$ cat config.mk
export PLATFORM = sky130hd
export DESIGN_NAME = led_breathing_color_fade_top
export DESIGN_NICKNAME = d
export VERILOG_FILES = /design/src/rtl/core/lbcf_pkg.sv /design/src/rtl/core/lbcf_regs.sv /design/src/rtl/core/lbcf_ctrl.sv /design/src/rtl/core/lbcf_dp.sv /design/src/rtl/core/led_breathing_color_fade_top.sv
export VERILOG_INCLUDE_DIRS = /design/src /design/src/rtl/core
export SDC_FILE = /design/constraint.sdc
export NUM_CORES = 1
export LEC_CHECK = 0
export ABC_CLOCK_PERIOD_IN_PS = 14100
export BUFFER_PORTS_ARGS = -buffer_cell sky130_fd_sc_hd__buf_2
export CAP_MARGIN = 20
export CORE_MARGIN = 5
export CORE_UTILIZATION = 35
export DETAILED_ROUTE_END_ITERATION = 6
export PLACE_DENSITY = 0.58
export SKIP_CTS_REPAIR_TIMING = 1
export SLEW_MARGIN = 20
export SYNTH_ARGS = -nofsm -noshare
export SYNTH_HDL_FRONTEND = slang
export SYNTH_SLANG_ARGS = --single-unit
$ cat constraint.sdc
create_clock -name i_clk -period 14.1 [get_ports i_clk]
set_clock_uncertainty 0.15 [all_clocks]
set_input_delay 2.115 -clock i_clk [delete_from_list [all_inputs] [get_ports i_clk]]
set_output_delay 2.115 -clock i_clk [all_outputs]
set_load 0.005 [all_outputs]
$ cat src/rtl/core/assert_macros.svh
// assertion helpers used by the top-level rtl file
`ifndef ASSERT_MACROS_SVH
`define ASSERT_MACROS_SVH

// consequent checked in the same cycle as the antecedent
`define ASSERT_SAME(lbl, clk, rst_n, ante, cons) \
    lbl: assert property (@(posedge clk) disable iff (!rst_n) (ante) |-> (cons)) \
        else $error("same-cycle check failed");

// consequent checked in the cycle after the antecedent
`define ASSERT_NEXT(lbl, clk, rst_n, ante, cons) \
    lbl: assert property (@(posedge clk) disable iff (!rst_n) (ante) |=> (cons)) \
        else $error("next-cycle check failed");

`endif

$ cat src/rtl/core/lbcf_pkg.sv
`default_nettype none

package lbcf_pkg;

    // field widths
    localparam int KIND_W    = 2;
    localparam int DELTA_W   = 24;
    localparam int GROUP_W   = 4;
    localparam int IDX_W     = 3;
    localparam int SPEED_W   = 24;
    localparam int TLEN_W    = 12;
    localparam int COLOR_W   = 8;
    localparam int ACC_W     = 25;
    localparam int PHASE_W   = 13;
    localparam int NUM_W     = COLOR_W + TLEN_W;
    localparam int CHAN_N    = 3;
    localparam int CHAN_IW   = 2;
    localparam int STEP_W    = 3;

    // apb
    localparam int PDATA_W   = 32;
    localparam int PADDR_W   = 5;
    localparam int REG_IDX_W = 3;

    // event kinds
    localparam logic [KIND_W-1:0] KIND_TICK  = 2'd0;
    localparam logic [KIND_W-1:0] KIND_BEGIN = 2'd1;
    localparam logic [KIND_W-1:0] KIND_END   = 2'd2;

    // register indexes
    localparam logic [REG_IDX_W-1:0] REG_SPEED   = 3'd0;
    localparam logic [REG_IDX_W-1:0] REG_TLEN    = 3'd1;
    localparam logic [REG_IDX_W-1:0] REG_RED_A   = 3'd2;
    localparam logic [REG_IDX_W-1:0] REG_GREEN_A = 3'd3;
    localparam logic [REG_IDX_W-1:0] REG_BLUE_A  = 3'd4;
    localparam logic [REG_IDX_W-1:0] REG_RED_B   = 3'd5;
    localparam logic [REG_IDX_W-1:0] REG_GREEN_B = 3'd6;
    localparam logic [REG_IDX_W-1:0] REG_BLUE_B  = 3'd7;

    // register reset values
    localparam logic [SPEED_W-1:0] SPEED_RST  = 24'd6554;
    localparam logic [TLEN_W-1:0]  TLEN_RST   = 12'd32;
    localparam logic [COLOR_W-1:0] COLOR_A_RST = 8'd255;
    localparam logic [COLOR_W-1:0] COLOR_B_RST = 8'd0;

    // channel select during the multiply pass
    localparam logic [CHAN_IW-1:0] CHAN_RED   = 2'd0;
    localparam logic [CHAN_IW-1:0] CHAN_GREEN = 2'd1;

    // step counter end values
    localparam logic [STEP_W-1:0] STEP_MUL_LAST = 3'd2;
    localparam logic [STEP_W-1:0] STEP_DIV_LAST = 3'd7;

    typedef struct packed {
        logic [SPEED_W-1:0] speed;
        logic [TLEN_W-1:0]  tlen;
        logic [COLOR_W-1:0] red_a;
        logic [COLOR_W-1:0] green_a;
        logic [COLOR_W-1:0] blue_a;
        logic [COLOR_W-1:0] red_b;
        logic [COLOR_W-1:0] green_b;
        logic [COLOR_W-1:0] blue_b;
    } t_cfg;

    typedef enum logic [2:0] {
        ST_IDLE,
        ST_DECODE,
        ST_CMP,
        ST_MUL,
        ST_DIV,
        ST_EMIT
    } t_state;

    typedef struct packed {
        logic capture;
        logic latch_set;
        logic latch_clr;
        logic acc_add;
        logic acc_clr;
        logic phase_step;
        logic mul_step;
        logic div_step;
        logic beat_load;
    } t_cmd;

    typedef struct packed {
        logic [KIND_W-1:0] kind;
        logic              player;
        logic              latch;
        logic              acc_gt;
        logic              mul_done;
        logic              div_done;
        logic              beat_last;
        logic              out_free;
    } t_sts;

endpackage

`default_nettype wire

$ cat src/rtl/core/lbcf_regs.sv
`default_nettype none

module lbcf_regs import lbcf_pkg::*; (
    input  wire logic               i_clk,
    input  wire logic               i_rst_n,
    input  wire logic               psel,
    input  wire logic               penable,
    input  wire logic               pwrite,
    input  wire logic [PADDR_W-1:0] paddr,
    input  wire logic [PDATA_W-1:0] pwdata,
    output logic      [PDATA_W-1:0] prdata,
    output logic                    pready,
    output t_cfg                    o_cfg
);

    t_cfg                 r_cfg;
    logic                 wr_en;
    logic [REG_IDX_W-1:0] reg_idx;

    assign pready  = 1'b1;
    assign wr_en   = psel && penable && pwrite;
    assign reg_idx = paddr[PADDR_W-1:2];

    always_ff @(posedge i_clk) begin
        if (!i_rst_n) begin
            r_cfg.speed   <= SPEED_RST;
            r_cfg.tlen    <= TLEN_RST;
            r_cfg.red_a   <= COLOR_A_RST;
            r_cfg.green_a <= COLOR_A_RST;
            r_cfg.blue_a  <= COLOR_A_RST;
            r_cfg.red_b   <= COLOR_B_RST;
            r_cfg.green_b <= COLOR_B_RST;
            r_cfg.blue_b  <= COLOR_B_RST;
        end else if (wr_en) begin
            case (reg_idx)
                REG_SPEED:   r_cfg.speed   <= pwdata[SPEED_W-1:0];
                REG_TLEN:    r_cfg.tlen    <= pwdata[TLEN_W-1:0];
                REG_RED_A:   r_cfg.red_a   <= pwdata[COLOR_W-1:0];
                REG_GREEN_A: r_cfg.green_a <= pwdata[COLOR_W-1:0];
                REG_BLUE_A:  r_cfg.blue_a  <= pwdata[COLOR_W-1:0];
                REG_RED_B:   r_cfg.red_b   <= pwdata[COLOR_W-1:0];
                REG_GREEN_B: r_cfg.green_b <= pwdata[COLOR_W-1:0];
                REG_BLUE_B:  r_cfg.blue_b  <= pwdata[COLOR_W-1:0];
                default:     r_cfg.speed   <= r_cfg.speed;
            endcase
        end
    end

    always_comb begin
        case (reg_idx)
            REG_SPEED:   prdata = PDATA_W'(r_cfg.speed);
            REG_TLEN:    prdata = PDATA_W'(r_cfg.tlen);
            REG_RED_A:   prdata = PDATA_W'(r_cfg.red_a);
            REG_GREEN_A: prdata = PDATA_W'(r_cfg.green_a);
            REG_BLUE_A:  prdata = PDATA_W'(r_cfg.blue_a);
            REG_RED_B:   prdata = PDATA_W'(r_cfg.red_b);
            REG_GREEN_B: prdata = PDATA_W'(r_cfg.green_b);
            REG_BLUE_B:  prdata = PDATA_W'(r_cfg.blue_b);
            default:     prdata = '0;
        endcase
    end

    assign o_cfg = r_cfg;

endmodule

`default_nettype wire

$ cat src/rtl/core/lbcf_ctrl.sv
`default_nettype none

module lbcf_ctrl import lbcf_pkg::*; (
    input  wire logic i_clk,
    input  wire logic i_rst_n,
    input  wire logic i_in_valid,
    input  wire t_sts i_sts,
    output logic      o_in_ready,
    output t_cmd      o_cmd
);

    t_state r_state;
    t_state n_state;

    always_ff @(posedge i_clk) begin
        if (!i_rst_n) begin
            r_state <= ST_IDLE;
        end else begin
            r_state <= n_state;
        end
    end

    always_comb begin
        n_state    = r_state;
        o_cmd      = '0;
        o_in_ready = 1'b0;
        case (r_state)
            ST_IDLE: begin
                o_in_ready    = 1'b1;
                o_cmd.capture = i_in_valid;
                if (i_in_valid) begin
                    n_state = ST_DECODE;
                end
            end
            ST_DECODE: begin
                n_state = ST_IDLE;
                case (i_sts.kind)
                    KIND_BEGIN: o_cmd.latch_set = i_sts.player;
                    KIND_END:   o_cmd.latch_clr = i_sts.player;
                    KIND_TICK: begin
                        if (i_sts.latch) begin
                            o_cmd.acc_add = 1'b1;
                            n_state       = ST_CMP;
                        end
                    end
                    default: n_state = ST_IDLE;
                endcase
            end
            ST_CMP: begin
                if (i_sts.acc_gt) begin
                    o_cmd.acc_clr    = 1'b1;
                    o_cmd.phase_step = 1'b1;
                    n_state          = ST_MUL;
                end else begin
                    n_state = ST_IDLE;
                end
            end
            ST_MUL: begin
                o_cmd.mul_step = 1'b1;
                if (i_sts.mul_done) begin
                    n_state = ST_DIV;
                end
            end
            ST_DIV: begin
                o_cmd.div_step = 1'b1;
                if (i_sts.div_done) begin
                    n_state = ST_EMIT;
                end
            end
            ST_EMIT: begin
                if (i_sts.out_free) begin
                    o_cmd.beat_load = 1'b1;
                    if (i_sts.beat_last) begin
                        n_state = ST_IDLE;
                    end
                end
            end
            default: n_state = ST_IDLE;
        endcase
    end

endmodule

`default_nettype wire

$ cat src/rtl/core/lbcf_dp.sv
`default_nettype none

module lbcf_dp import lbcf_pkg::*; #(
    parameter int LIGHT_COUNT = 6
) (
    input  wire logic               i_clk,
    input  wire logic               i_rst_n,
    input  wire t_cmd               i_cmd,
    input  wire t_cfg               i_cfg,
    output t_sts                    o_sts,
    input  wire logic [KIND_W-1:0]  i_kind,
    input  wire logic               i_is_player,
    input  wire logic [DELTA_W-1:0] i_delta_time,
    input  wire logic [GROUP_W-1:0] i_light_group,
    output logic                    o_out_valid,
    input  wire logic               i_out_ready,
    output logic      [GROUP_W-1:0] o_group_out,
    output logic      [IDX_W-1:0]   o_light_index,
    output logic      [COLOR_W-1:0] o_red_out,
    output logic      [COLOR_W-1:0] o_green_out,
    output logic      [COLOR_W-1:0] o_blue_out,
    output logic                    o_last
);

    localparam int CW = (LIGHT_COUNT > 1) ? $clog2(LIGHT_COUNT) : 1;
    localparam int IW = CW + 1;
    localparam logic [CW-1:0] BEAT_LAST = CW'(LIGHT_COUNT - 1);

    // captured item
    logic [KIND_W-1:0]  r_kind;
    logic               r_player;
    logic [DELTA_W-1:0] r_delta;
    logic [GROUP_W-1:0] r_group;

    // engine state
    logic               r_latch;
    logic [ACC_W-1:0]   r_acc;
    logic [PHASE_W-1:0] r_phase;
    logic [TLEN_W-1:0]  r_tlen;
    logic [TLEN_W-1:0]  r_k;
    logic [STEP_W-1:0]  r_step;
    logic [CW-1:0]      r_beat;

    // divider lanes, one per color channel
    logic [TLEN_W-1:0]  r_rem [CHAN_N];
    logic [COLOR_W-1:0] r_quo [CHAN_N];

    // output beat register
    logic               r_out_valid;
    logic [GROUP_W-1:0] r_out_group;
    logic [IDX_W-1:0]   r_out_idx;
    logic [COLOR_W-1:0] r_out_red;
    logic [COLOR_W-1:0] r_out_green;
    logic [COLOR_W-1:0] r_out_blue;
    logic               r_out_last;

    logic [ACC_W:0]     acc_sum;
    logic [ACC_W-1:0]   n_acc;
    logic [TLEN_W-1:0]  tlen_eff;
    logic [PHASE_W-1:0] two_t;
    logic [TLEN_W-1:0]  n_k;
    logic [PHASE_W-1:0] phase_inc;
    logic [PHASE_W-1:0] n_phase;
    logic [COLOR_W-1:0] mul_a;
    logic [COLOR_W-1:0] mul_b;
    logic [TLEN_W-1:0]  inv_k;
    logic [NUM_W-1:0]   prod_a;
    logic [NUM_W-1:0]   prod_b;
    logic [NUM_W-1:0]   num;
    logic [TLEN_W:0]    div_tmp  [CHAN_N];
    logic [TLEN_W:0]    div_diff [CHAN_N];
    logic               div_ge   [CHAN_N];
    logic [IW-1:0]      beat_idx;
    logic               out_free;

    // saturating accumulate
    assign acc_sum = {1'b0, r_acc} + {2'b0, r_delta};
    assign n_acc   = acc_sum[ACC_W] ? {ACC_W{1'b1}} : acc_sum[ACC_W-1:0];

    // triangle level and next phase; zero length acts as one
    assign tlen_eff  = (i_cfg.tlen == '0) ? TLEN_W'(1) : i_cfg.tlen;
    assign two_t     = {tlen_eff, 1'b0};
    assign phase_inc = r_phase + PHASE_W'(1);
    assign n_phase   = (phase_inc > two_t) ? '0 : phase_inc;

    always_comb begin
        if ({1'b0, tlen_eff} > r_phase) begin
            n_k = r_phase[TLEN_W-1:0];
        end else if (r_phase <= two_t) begin
            n_k = TLEN_W'(two_t - r_phase);
        end else begin
            n_k = '0;
        end
    end

    // numerator a*k + b*(t-k), one channel per cycle
    always_comb begin
        case (r_step[CHAN_IW-1:0])
            CHAN_RED: begin
                mul_a = i_cfg.red_a;
                mul_b = i_cfg.red_b;
            end
            CHAN_GREEN: begin
                mul_a = i_cfg.green_a;
                mul_b = i_cfg.green_b;
            end
            default: begin
                mul_a = i_cfg.blue_a;
                mul_b = i_cfg.blue_b;
            end
        endcase
    end

    assign inv_k  = r_tlen - r_k;
    assign prod_a = {{TLEN_W{1'b0}}, mul_a} * {{COLOR_W{1'b0}}, r_k};
    assign prod_b = {{TLEN_W{1'b0}}, mul_b} * {{COLOR_W{1'b0}}, inv_k};
    assign num    = prod_a + prod_b;

    // restoring divide step, numerator stays below 256*t
    always_comb begin
        for (int c = 0; c < CHAN_N; c++) begin
            div_tmp[c]  = {r_rem[c], r_quo[c][COLOR_W-1]};
            div_diff[c] = div_tmp[c] - {1'b0, r_tlen};
            div_ge[c]   = div_tmp[c] >= {1'b0, r_tlen};
        end
    end

    assign beat_idx = IW'(r_beat) + IW'(1);
    assign out_free = !r_out_valid || i_out_ready;

    always_ff @(posedge i_clk) begin
        if (i_cmd.capture) begin
            r_kind   <= i_kind;
            r_player <= i_is_player;
            r_delta  <= i_delta_time;
            r_group  <= i_light_group;
        end
        if (i_cmd.phase_step) begin
            r_tlen <= tlen_eff;
            r_k    <= n_k;
        end
        if (i_cmd.mul_step) begin
            r_rem[r_step[CHAN_IW-1:0]] <= num[NUM_W-1:COLOR_W];
            r_quo[r_step[CHAN_IW-1:0]] <= num[COLOR_W-1:0];
        end
        if (i_cmd.div_step) begin
            for (int c = 0; c < CHAN_N; c++) begin
                r_rem[c] <= div_ge[c] ? div_diff[c][TLEN_W-1:0] : div_tmp[c][TLEN_W-1:0];
                r_quo[c] <= {r_quo[c][COLOR_W-2:0], div_ge[c]};
            end
        end
        if (i_cmd.beat_load) begin
            r_out_group <= r_group;
            r_out_idx   <= IDX_W'(beat_idx);
            r_out_red   <= r_quo[0];
            r_out_green <= r_quo[1];
            r_out_blue  <= r_quo[2];
            r_out_last  <= (r_beat == BEAT_LAST);
        end
    end

    always_ff @(posedge i_clk) begin
        if (!i_rst_n) begin
            r_latch     <= 1'b0;
            r_acc       <= '0;
            r_phase     <= '0;
            r_step      <= '0;
            r_beat      <= '0;
            r_out_valid <= 1'b0;
        end else begin
            if (i_cmd.latch_set) begin
                r_latch <= 1'b1;
            end else if (i_cmd.latch_clr) begin
                r_latch <= 1'b0;
            end
            if (i_cmd.acc_clr) begin
                r_acc <= '0;
            end else if (i_cmd.acc_add) begin
                r_acc <= n_acc;
            end
            if (i_cmd.phase_step) begin
                r_phase <= n_phase;
                r_step  <= '0;
                r_beat  <= '0;
            end else if (i_cmd.mul_step && (r_step == STEP_MUL_LAST)) begin
                r_step <= '0;
            end else if (i_cmd.mul_step || i_cmd.div_step) begin
                r_step <= r_step + STEP_W'(1);
            end
            if (i_cmd.beat_load) begin
                r_out_valid <= 1'b1;
                r_beat      <= r_beat + CW'(1);
            end else if (i_out_ready) begin
                r_out_valid <= 1'b0;
            end
        end
    end

    assign o_sts.kind      = r_kind;
    assign o_sts.player    = r_player;
    assign o_sts.latch     = r_latch;
    assign o_sts.acc_gt    = r_acc > {1'b0, i_cfg.speed};
    assign o_sts.mul_done  = (r_step == STEP_MUL_LAST);
    assign o_sts.div_done  = (r_step == STEP_DIV_LAST);
    assign o_sts.beat_last = (r_beat == BEAT_LAST);
    assign o_sts.out_free  = out_free;

    assign o_out_valid   = r_out_valid;
    assign o_group_out   = r_out_group;
    assign o_light_index = r_out_idx;
    assign o_red_out     = r_out_red;
    assign o_green_out   = r_out_green;
    assign o_blue_out    = r_out_blue;
    assign o_last        = r_out_last;

endmodule

`default_nettype wire

$ cat src/rtl/core/led_breathing_color_fade_top.sv
// led breathing engine with a two-color crossfade
//
// input channel (i_in_valid / o_in_ready): one beat is an event. overlap begin
// or end for the tracked player sets or clears the enable latch; a time tick
// adds its elapsed time to the accumulator while the latch is set
// output channel (o_out_valid / i_out_ready): when the accumulator passes the
// speed divider, the tick yields LIGHT_COUNT beats, lights 1..LIGHT_COUNT of
// the tick's group, all with the same blended color, o_last on the final one
// apb port: eight registers at byte offsets 0x00..0x1c, pready tied high;
// write them only while the block is idle
// timing: one item at a time. an event or a tick with no result goes idle after
// decode, or after compare. a producing tick runs decode, compare, multiply
// (one color channel per cycle) and divide (one quotient bit per cycle on three
// lanes) before the first beat is loaded; then one beat per cycle while the
// output register is free or being drained
// stall: beats sit in a single output register; the controller waits while it
// is full, i_out_ready low; after the final load it takes the next item at once
// reset: synchronous, active low; latch off, accumulator and phase zero,
// registers at their defaults, no beat pending
`default_nettype none
`include "assert_macros.svh"

module led_breathing_color_fade_top import lbcf_pkg::*; #(
    parameter int LIGHT_COUNT = 6
) (
    input  wire logic               i_clk,
    input  wire logic               i_rst_n,
    // apb configuration
    input  wire logic               psel,
    input  wire logic               penable,
    input  wire logic               pwrite,
    input  wire logic [PADDR_W-1:0] paddr,
    input  wire logic [PDATA_W-1:0] pwdata,
    output logic      [PDATA_W-1:0] prdata,
    output logic                    pready,
    // event beats
    input  wire logic               i_in_valid,
    output logic                    o_in_ready,
    input  wire logic [KIND_W-1:0]  i_kind,
    input  wire logic               i_is_player,
    input  wire logic [DELTA_W-1:0] i_delta_time,
    input  wire logic [GROUP_W-1:0] i_light_group,
    // light beats
    output logic                    o_out_valid,
    input  wire logic               i_out_ready,
    output logic      [GROUP_W-1:0] o_group_out,
    output logic      [IDX_W-1:0]   o_light_index,
    output logic      [COLOR_W-1:0] o_red_out,
    output logic      [COLOR_W-1:0] o_green_out,
    output logic      [COLOR_W-1:0] o_blue_out,
    output logic                    o_last
);

    t_cfg cfg;
    t_cmd cmd;
    t_sts sts;

    // configuration registers
    lbcf_regs u_regs (
        .i_clk   (i_clk),
        .i_rst_n (i_rst_n),
        .psel    (psel),
        .penable (penable),
        .pwrite  (pwrite),
        .paddr   (paddr),
        .pwdata  (pwdata),
        .prdata  (prdata),
        .pready  (pready),
        .o_cfg   (cfg)
    );

    // sequencer: decode, compare, multiply, divide, emit
    lbcf_ctrl u_ctrl (
        .i_clk      (i_clk),
        .i_rst_n    (i_rst_n),
        .i_in_valid (i_in_valid),
        .i_sts      (sts),
        .o_in_ready (o_in_ready),
        .o_cmd      (cmd)
    );

    // accumulator, phase, blend arithmetic and output register
    lbcf_dp #(
        .LIGHT_COUNT (LIGHT_COUNT)
    ) u_dp (
        .i_clk         (i_clk),
        .i_rst_n       (i_rst_n),
        .i_cmd         (cmd),
        .i_cfg         (cfg),
        .o_sts         (sts),
        .i_kind        (i_kind),
        .i_is_player   (i_is_player),
        .i_delta_time  (i_delta_time),
        .i_light_group (i_light_group),
        .o_out_valid   (o_out_valid),
        .i_out_ready   (i_out_ready),
        .o_group_out   (o_group_out),
        .o_light_index (o_light_index),
        .o_red_out     (o_red_out),
        .o_green_out   (o_green_out),
        .o_blue_out    (o_blue_out),
        .o_last        (o_last)
    );

    // a beat is only loaded when the output register is free or being drained
    `ASSERT_SAME(a_load_when_free, i_clk, i_rst_n, cmd.beat_load, sts.out_free)
    // no beat is loaded while the block takes a new item
    `ASSERT_SAME(a_no_load_idle, i_clk, i_rst_n, o_in_ready, !cmd.beat_load)
    // an accepted item always occupies the block for the following cycle
    `ASSERT_NEXT(a_one_item, i_clk, i_rst_n, i_in_valid && o_in_ready, !o_in_ready)

endmodule

`default_nettype wire

==> impl_metrics.prom <==
# TYPE chip_impl_metric gauge
chip_impl_info{name="outcome",value="finished, final reports clean"} 1
chip_impl_metric{name="cp.arrival",unit="ns"} 9.35
chip_impl_info{name="cp-end-kind",value="register"} 1
chip_impl_metric{name="initial_antenna_violation_count",unit=""} 2
chip_impl_metric{name="floorplan.initialDensity",unit="%"} 35.10
chip_impl_metric{name="grt_usage",unit="%"} 17.41
chip_impl_metric{name="post_synth_and_or_nand_nor_area_fraction",unit="%"} 14.67
chip_impl_metric{name="max_cap_viol_count",unit=""} 0
chip_impl_metric{name="ir_drop",unit="mV"} 0.09002
chip_impl_metric{name="multiplexer_fraction_of_the_synthesized_cell_area",unit="%"} 3.716
chip_impl_info{name="ctsRootBufferMaster",value="clkbuf_16"} 1
chip_impl_info{name="worst-setup-path-type",value="reg -> reg"} 1
chip_impl_metric{name="drt_first_iter_violations",unit=""} 1143
chip_impl_metric{name="r2r_slack",unit="ns"} 4.88
chip_impl_metric{name="synth_edf_count",unit=""} 147
chip_impl_info{name="crit-reg2reg-launch",value="u_dp.r_k[0]"} 1
chip_impl_metric{name="setup_slack",unit="ns"} 4.885
chip_impl_metric{name="grt_first_pass_wirelength",unit="microns"} 99810
chip_impl_metric{name="post_synth_num_cell_types",unit=""} 80
chip_impl_metric{name="postSynthAreaPerCell",unit="sq um"} 9.262
chip_impl_metric{name="synth-seq-cells",unit=""} 280
chip_impl_metric{name="max_clock_freq",unit="MHz"} 108.5
chip_impl_info{name="largest_family_of_logic_cells_by_synthesized_area",value="adder cells"} 1
chip_impl_metric{name="synth_fa_ha_area_share",unit="%"} 25.51
chip_impl_metric{name="tightest_slew",unit="ns"} 1.146
chip_impl_metric{name="postRouteWirelength",unit="microns"} 63150
chip_impl_metric{name="yosys.area_share.xor_xnor",unit="%"} 3.428
chip_impl_metric{name="dp_hpwl",unit="microns"} 49370
chip_impl_metric{name="ctsLongestPathBuffers",unit=""} 3
chip_impl_info{name="holdCritPathClass",value="reg -> reg"} 1
chip_impl_metric{name="yosysWarnings",unit=""} 0
chip_impl_metric{name="gp_congestion",unit=""} 0.9167
chip_impl_metric{name="grt_start_max_net_pins",unit=""} 97
chip_impl_metric{name="timing.final.max_slew_violations",unit=""} 0
chip_impl_metric{name="cts_sinks",unit=""} 280
chip_impl_metric{name="insertion_delay",unit="ns"} 0.55
chip_impl_metric{name="rows",unit=""} 94
chip_impl_metric{name="period_share",unit="%"} 65.36
chip_impl_metric{name="cts_htree_levels",unit=""} 2
chip_impl_metric{name="drtPass1Iterations",unit=""} 6
chip_impl_metric{name="remaining_overflow_grt",unit=""} 0
chip_impl_metric{name="setup_violations",unit=""} 0
chip_impl_info{name="rsz_0062_raised_after_global_routing",value="false"} 1
chip_impl_metric{name="io-pin-count",unit=""} 142
chip_impl_metric{name="core_area",unit="sq um"} 65510
chip_impl_metric{name="worst-endpoint-required",unit="ns"} 14.23
chip_impl_metric{name="via_count",unit=""} 18002
chip_impl_metric{name="dpl_worst_slack",unit="ns"} 4.889
chip_impl_info{name="start_kind",value="register"} 1
chip_impl_metric{name="io_buffer_count",unit=""} 122
chip_impl_metric{name="flow.area_growth_from_synthesis",unit="%"} 11.74
chip_impl_info{name="cp-startpoint",value="u_dp.r_k[0]"} 1
chip_impl_metric{name="vias_per_cell",unit=""} 5.210
chip_impl_metric{name="fin_hold_ws",unit="ns"} 0.2751
chip_impl_metric{name="relSlewSlack",unit="%"} 23.04
chip_impl_metric{name="worst-r2r-cell-count",unit=""} 27
chip_impl_metric{name="cts_made_buffers",unit=""} 35
chip_impl_metric{name="path_clk_slew",unit="ns"} 0.06
chip_impl_metric{name="postSynthCellCount",unit=""} 2483
chip_impl_info{name="end_of_the_worst_register_to_register_path",value="u_dp.r_rem[0][11]"} 1
chip_impl_metric{name="tns",unit="ns"} 0
chip_impl_metric{name="power_leakage",unit="nW"} 11.56
chip_impl_info{name="cts_tree",value="built"} 1
chip_impl_metric{name="fraction_of_final_layout_cells_with_drive_strength_greater_than_1",unit="%"} 9.502
chip_impl_metric{name="power.density",unit="nW/um^2"} 99.24
chip_impl_metric{name="dieArea",unit="sq um"} 70930
chip_impl_metric{name="route.detailed.wl_per_inst",unit="microns"} 18.28
chip_impl_metric{name="synth.cell_area",unit="sq um"} 23000
chip_impl_metric{name="placedCellCount",unit=""} 3389
chip_impl_metric{name="final_hold_viol_count",unit=""} 0
chip_impl_metric{name="final_critical_path_time_including_i_o_delays_and_setup",unit="ns"} 9.215
chip_impl_metric{name="yosysSeqAreaShare",unit="%"} 30.77
chip_impl_info{name="timing.critical_path.to",value="u_dp.r_rem[0][11]"} 1
chip_impl_metric{name="route.antenna.remaining_nets",unit=""} 0
chip_impl_metric{name="layoutNonFillerInstCount",unit=""} 3455
chip_impl_metric{name="synth_async_sr_flop_share",unit="%"} 0
chip_impl_metric{name="num-nets-final",unit=""} 3011
chip_impl_metric{name="die_w",unit="microns"} 266.3
chip_impl_metric{name="drc_markers",unit=""} 0
chip_impl_metric{name="first_global_vias",unit=""} 18436
chip_impl_metric{name="crit_path_max_fanout",unit=""} 9
chip_impl_info{name="yosys_most_used_dff",value="edfxtp_1"} 1
chip_impl_metric{name="share_of_the_synthesized_area_in_compound_gates_ao_oa_aoi_oai",unit="%"} 15.07
chip_impl_metric{name="chipHeight",unit="microns"} 266.3
-- how the worst min path moves through the flow --
| stage | start | end | slack [ns] | depth (start not counted) |
|---|---|---|---|---|
| finish | u_dp.r_group[1] | u_dp.o_group_out[1] | 0.28 | 0 |
| global route | u_dp.r_group[1] | u_dp.o_group_out[1] | 0.28 | 0 |
| CTS | u_dp.r_group[1] | u_dp.o_group_out[1] | 0.28 | 0 |
| detailed placement | u_dp.r_group[1] | u_dp.o_group_out[1] | 0.26 | 0 |
| global placement | u_dp.r_group[3] | u_dp.o_group_out[3] | 0.26 | 0 |
| floorplan | u_dp.r_group[0] | u_dp.o_group_out[0] | 0.25 | 0 |
-- sequential cells by signal (all words and copies together), names as in the netlist --
| name | flops |
|---|---|
| u_regs.o_cfg | 84 |
| u_dp.r_rem | 36 |
| u_dp.r_acc | 25 |
| u_dp.r_delta | 24 |
| u_dp.r_quo | 24 |
| u_dp.r_phase | 13 |
| u_dp.r_k | 12 |
| u_dp.r_tlen | 12 |
| u_dp.o_blue_out | 8 |
| u_dp.o_green_out | 8 |
| u_dp.o_red_out | 8 |
| u_dp.o_group_out | 4 |
| u_dp.r_group | 4 |
| u_ctrl.r_state | 3 |
| u_dp.o_light_index | 3 |
| u_dp.r_beat | 3 |
| u_dp.r_step | 3 |
| u_dp.r_kind | 2 |
| u_dp.o_last | 1 |
| u_dp.o_out_valid | 1 |
| u_dp.r_latch | 1 |
| u_dp.r_player | 1 |
-- synth_stat cells (19+ instances only) --
library cell | instances | area (sq um)
nand2_1 | 268 | 1006
nand2b_1 | 33 | 206.5
and3_1 | 25 | 156.4
mux2i_1 | 64 | 640.6
nor2b_1 | 61 | 381.6
and2_1 | 24 | 150.1
or3_1 | 19 | 118.9
o21ai_0 | 96 | 480.5
xnor2_1 | 60 | 525.5
o21a_1 | 24 | 180.2
a21boi_0 | 22 | 165.2
edfxtp_1 | 147 | 4414
xor2_1 | 30 | 262.8
a21o_1 | 59 | 442.9
fa_1 | 158 | 3163
nor3_1 | 38 | 190.2
nand3_1 | 46 | 230.2
clkbuf_1 | 74 | 277.8
ha_1 | 216 | 2703
dfxtp_1 | 133 | 2663
a21oi_1 | 180 | 900.9
nor2_1 | 155 | 581.8
inv_1 | 296 | 1111
a22o_1 | 19 | 166.4
-- final cells by class --
type	count	area [sq um]
multi-input combinational	1808	14420
antenna	2	5.005
tap	864	1081
clock buffer	46	988.4
sequential	280	7077
inverter	296	1111
timing repair buffer	141	753.2
fill	6439	39810
clock inverter	18	265.3
-- worst max-delay path, cell delays in order, from the launching register on --
cell and delay, ns:
edfxtp_1 0.57, ha_1 0.24, inv_1 0.06, fa_1 0.40, a21o_1 0.20, a21oi_1 0.23
o21bai_1 0.09, a21oi_1 0.29, o21ai_0 0.24, xnor2_1 0.63, nor2_1 0.16, fa_1 0.57
fa_1 0.46, fa_1 0.54, fa_1 0.52, fa_1 0.55, inv_1 0.06, fa_1 0.55
inv_1 0.05, ha_1 0.38, nand3_1 0.10, or2_1 0.23, or3_1 0.43, a311oi_2 0.36
a311oi_1 0.17, xnor2_1 0.47, nor2_1 0.08, a41o_1 0.22
-- per-layer routing --
layer	wire [microns]	track usage, %	up-vias
met5	0	0	-
met4	1605	4.466	0
met3	3209	2.687	93
met2	31990	31.42	434
met1	26340	21.79	8816
li1	-	-	8659
-- per-stage QoR --
step                      total power, mW  instance area, sq um  util (%)
final                               2.550                 25700     39.23
after global routing                2.690                 25690     39.22
after CTS                           2.580                 25680     39.21
after detailed placement            1.599                 24430     37.29
after global placement              1.586                 24430     37.29
after floorplan                     1.413                 23020         -
-- logic make-up (layout without fill, tap and decap cells) --
group,count (synthesis),after routing
AND/OR/NAND/NOR,718,718
AO/OA/AOI/OAI,539,539
buffers and inverters,402,501
adder cells (fa/ha/maj),374,374
flip-flops,280,280
XOR/XNOR,90,90
multiplexers,78,78
other,2,11
-- report_power, final --
group	switching (mW)	leakage [nW]	internal [mW]
Clock	0.363	0.615	0.608
Sequential	0.00549	2.38	0.926
Combinational	0.388	8.57	0.260
Total	0.756	11.6	1.79
-- placed cells by master (no fill, tap or decap), drive strengths merged, types with 97 or more instances in the layout --
| cell | instances |
|---|---|
| edfxtp | 147 |
| fa | 158 |
| a21oi | 180 |
| inv | 299 |
| dfxtp | 133 |
| nand2 | 268 |
| buf | 141 |
| ha | 216 |
| o21ai | 97 |
| nor2 | 156 |
No activity file was read; power rests on OpenSTA's default activity.
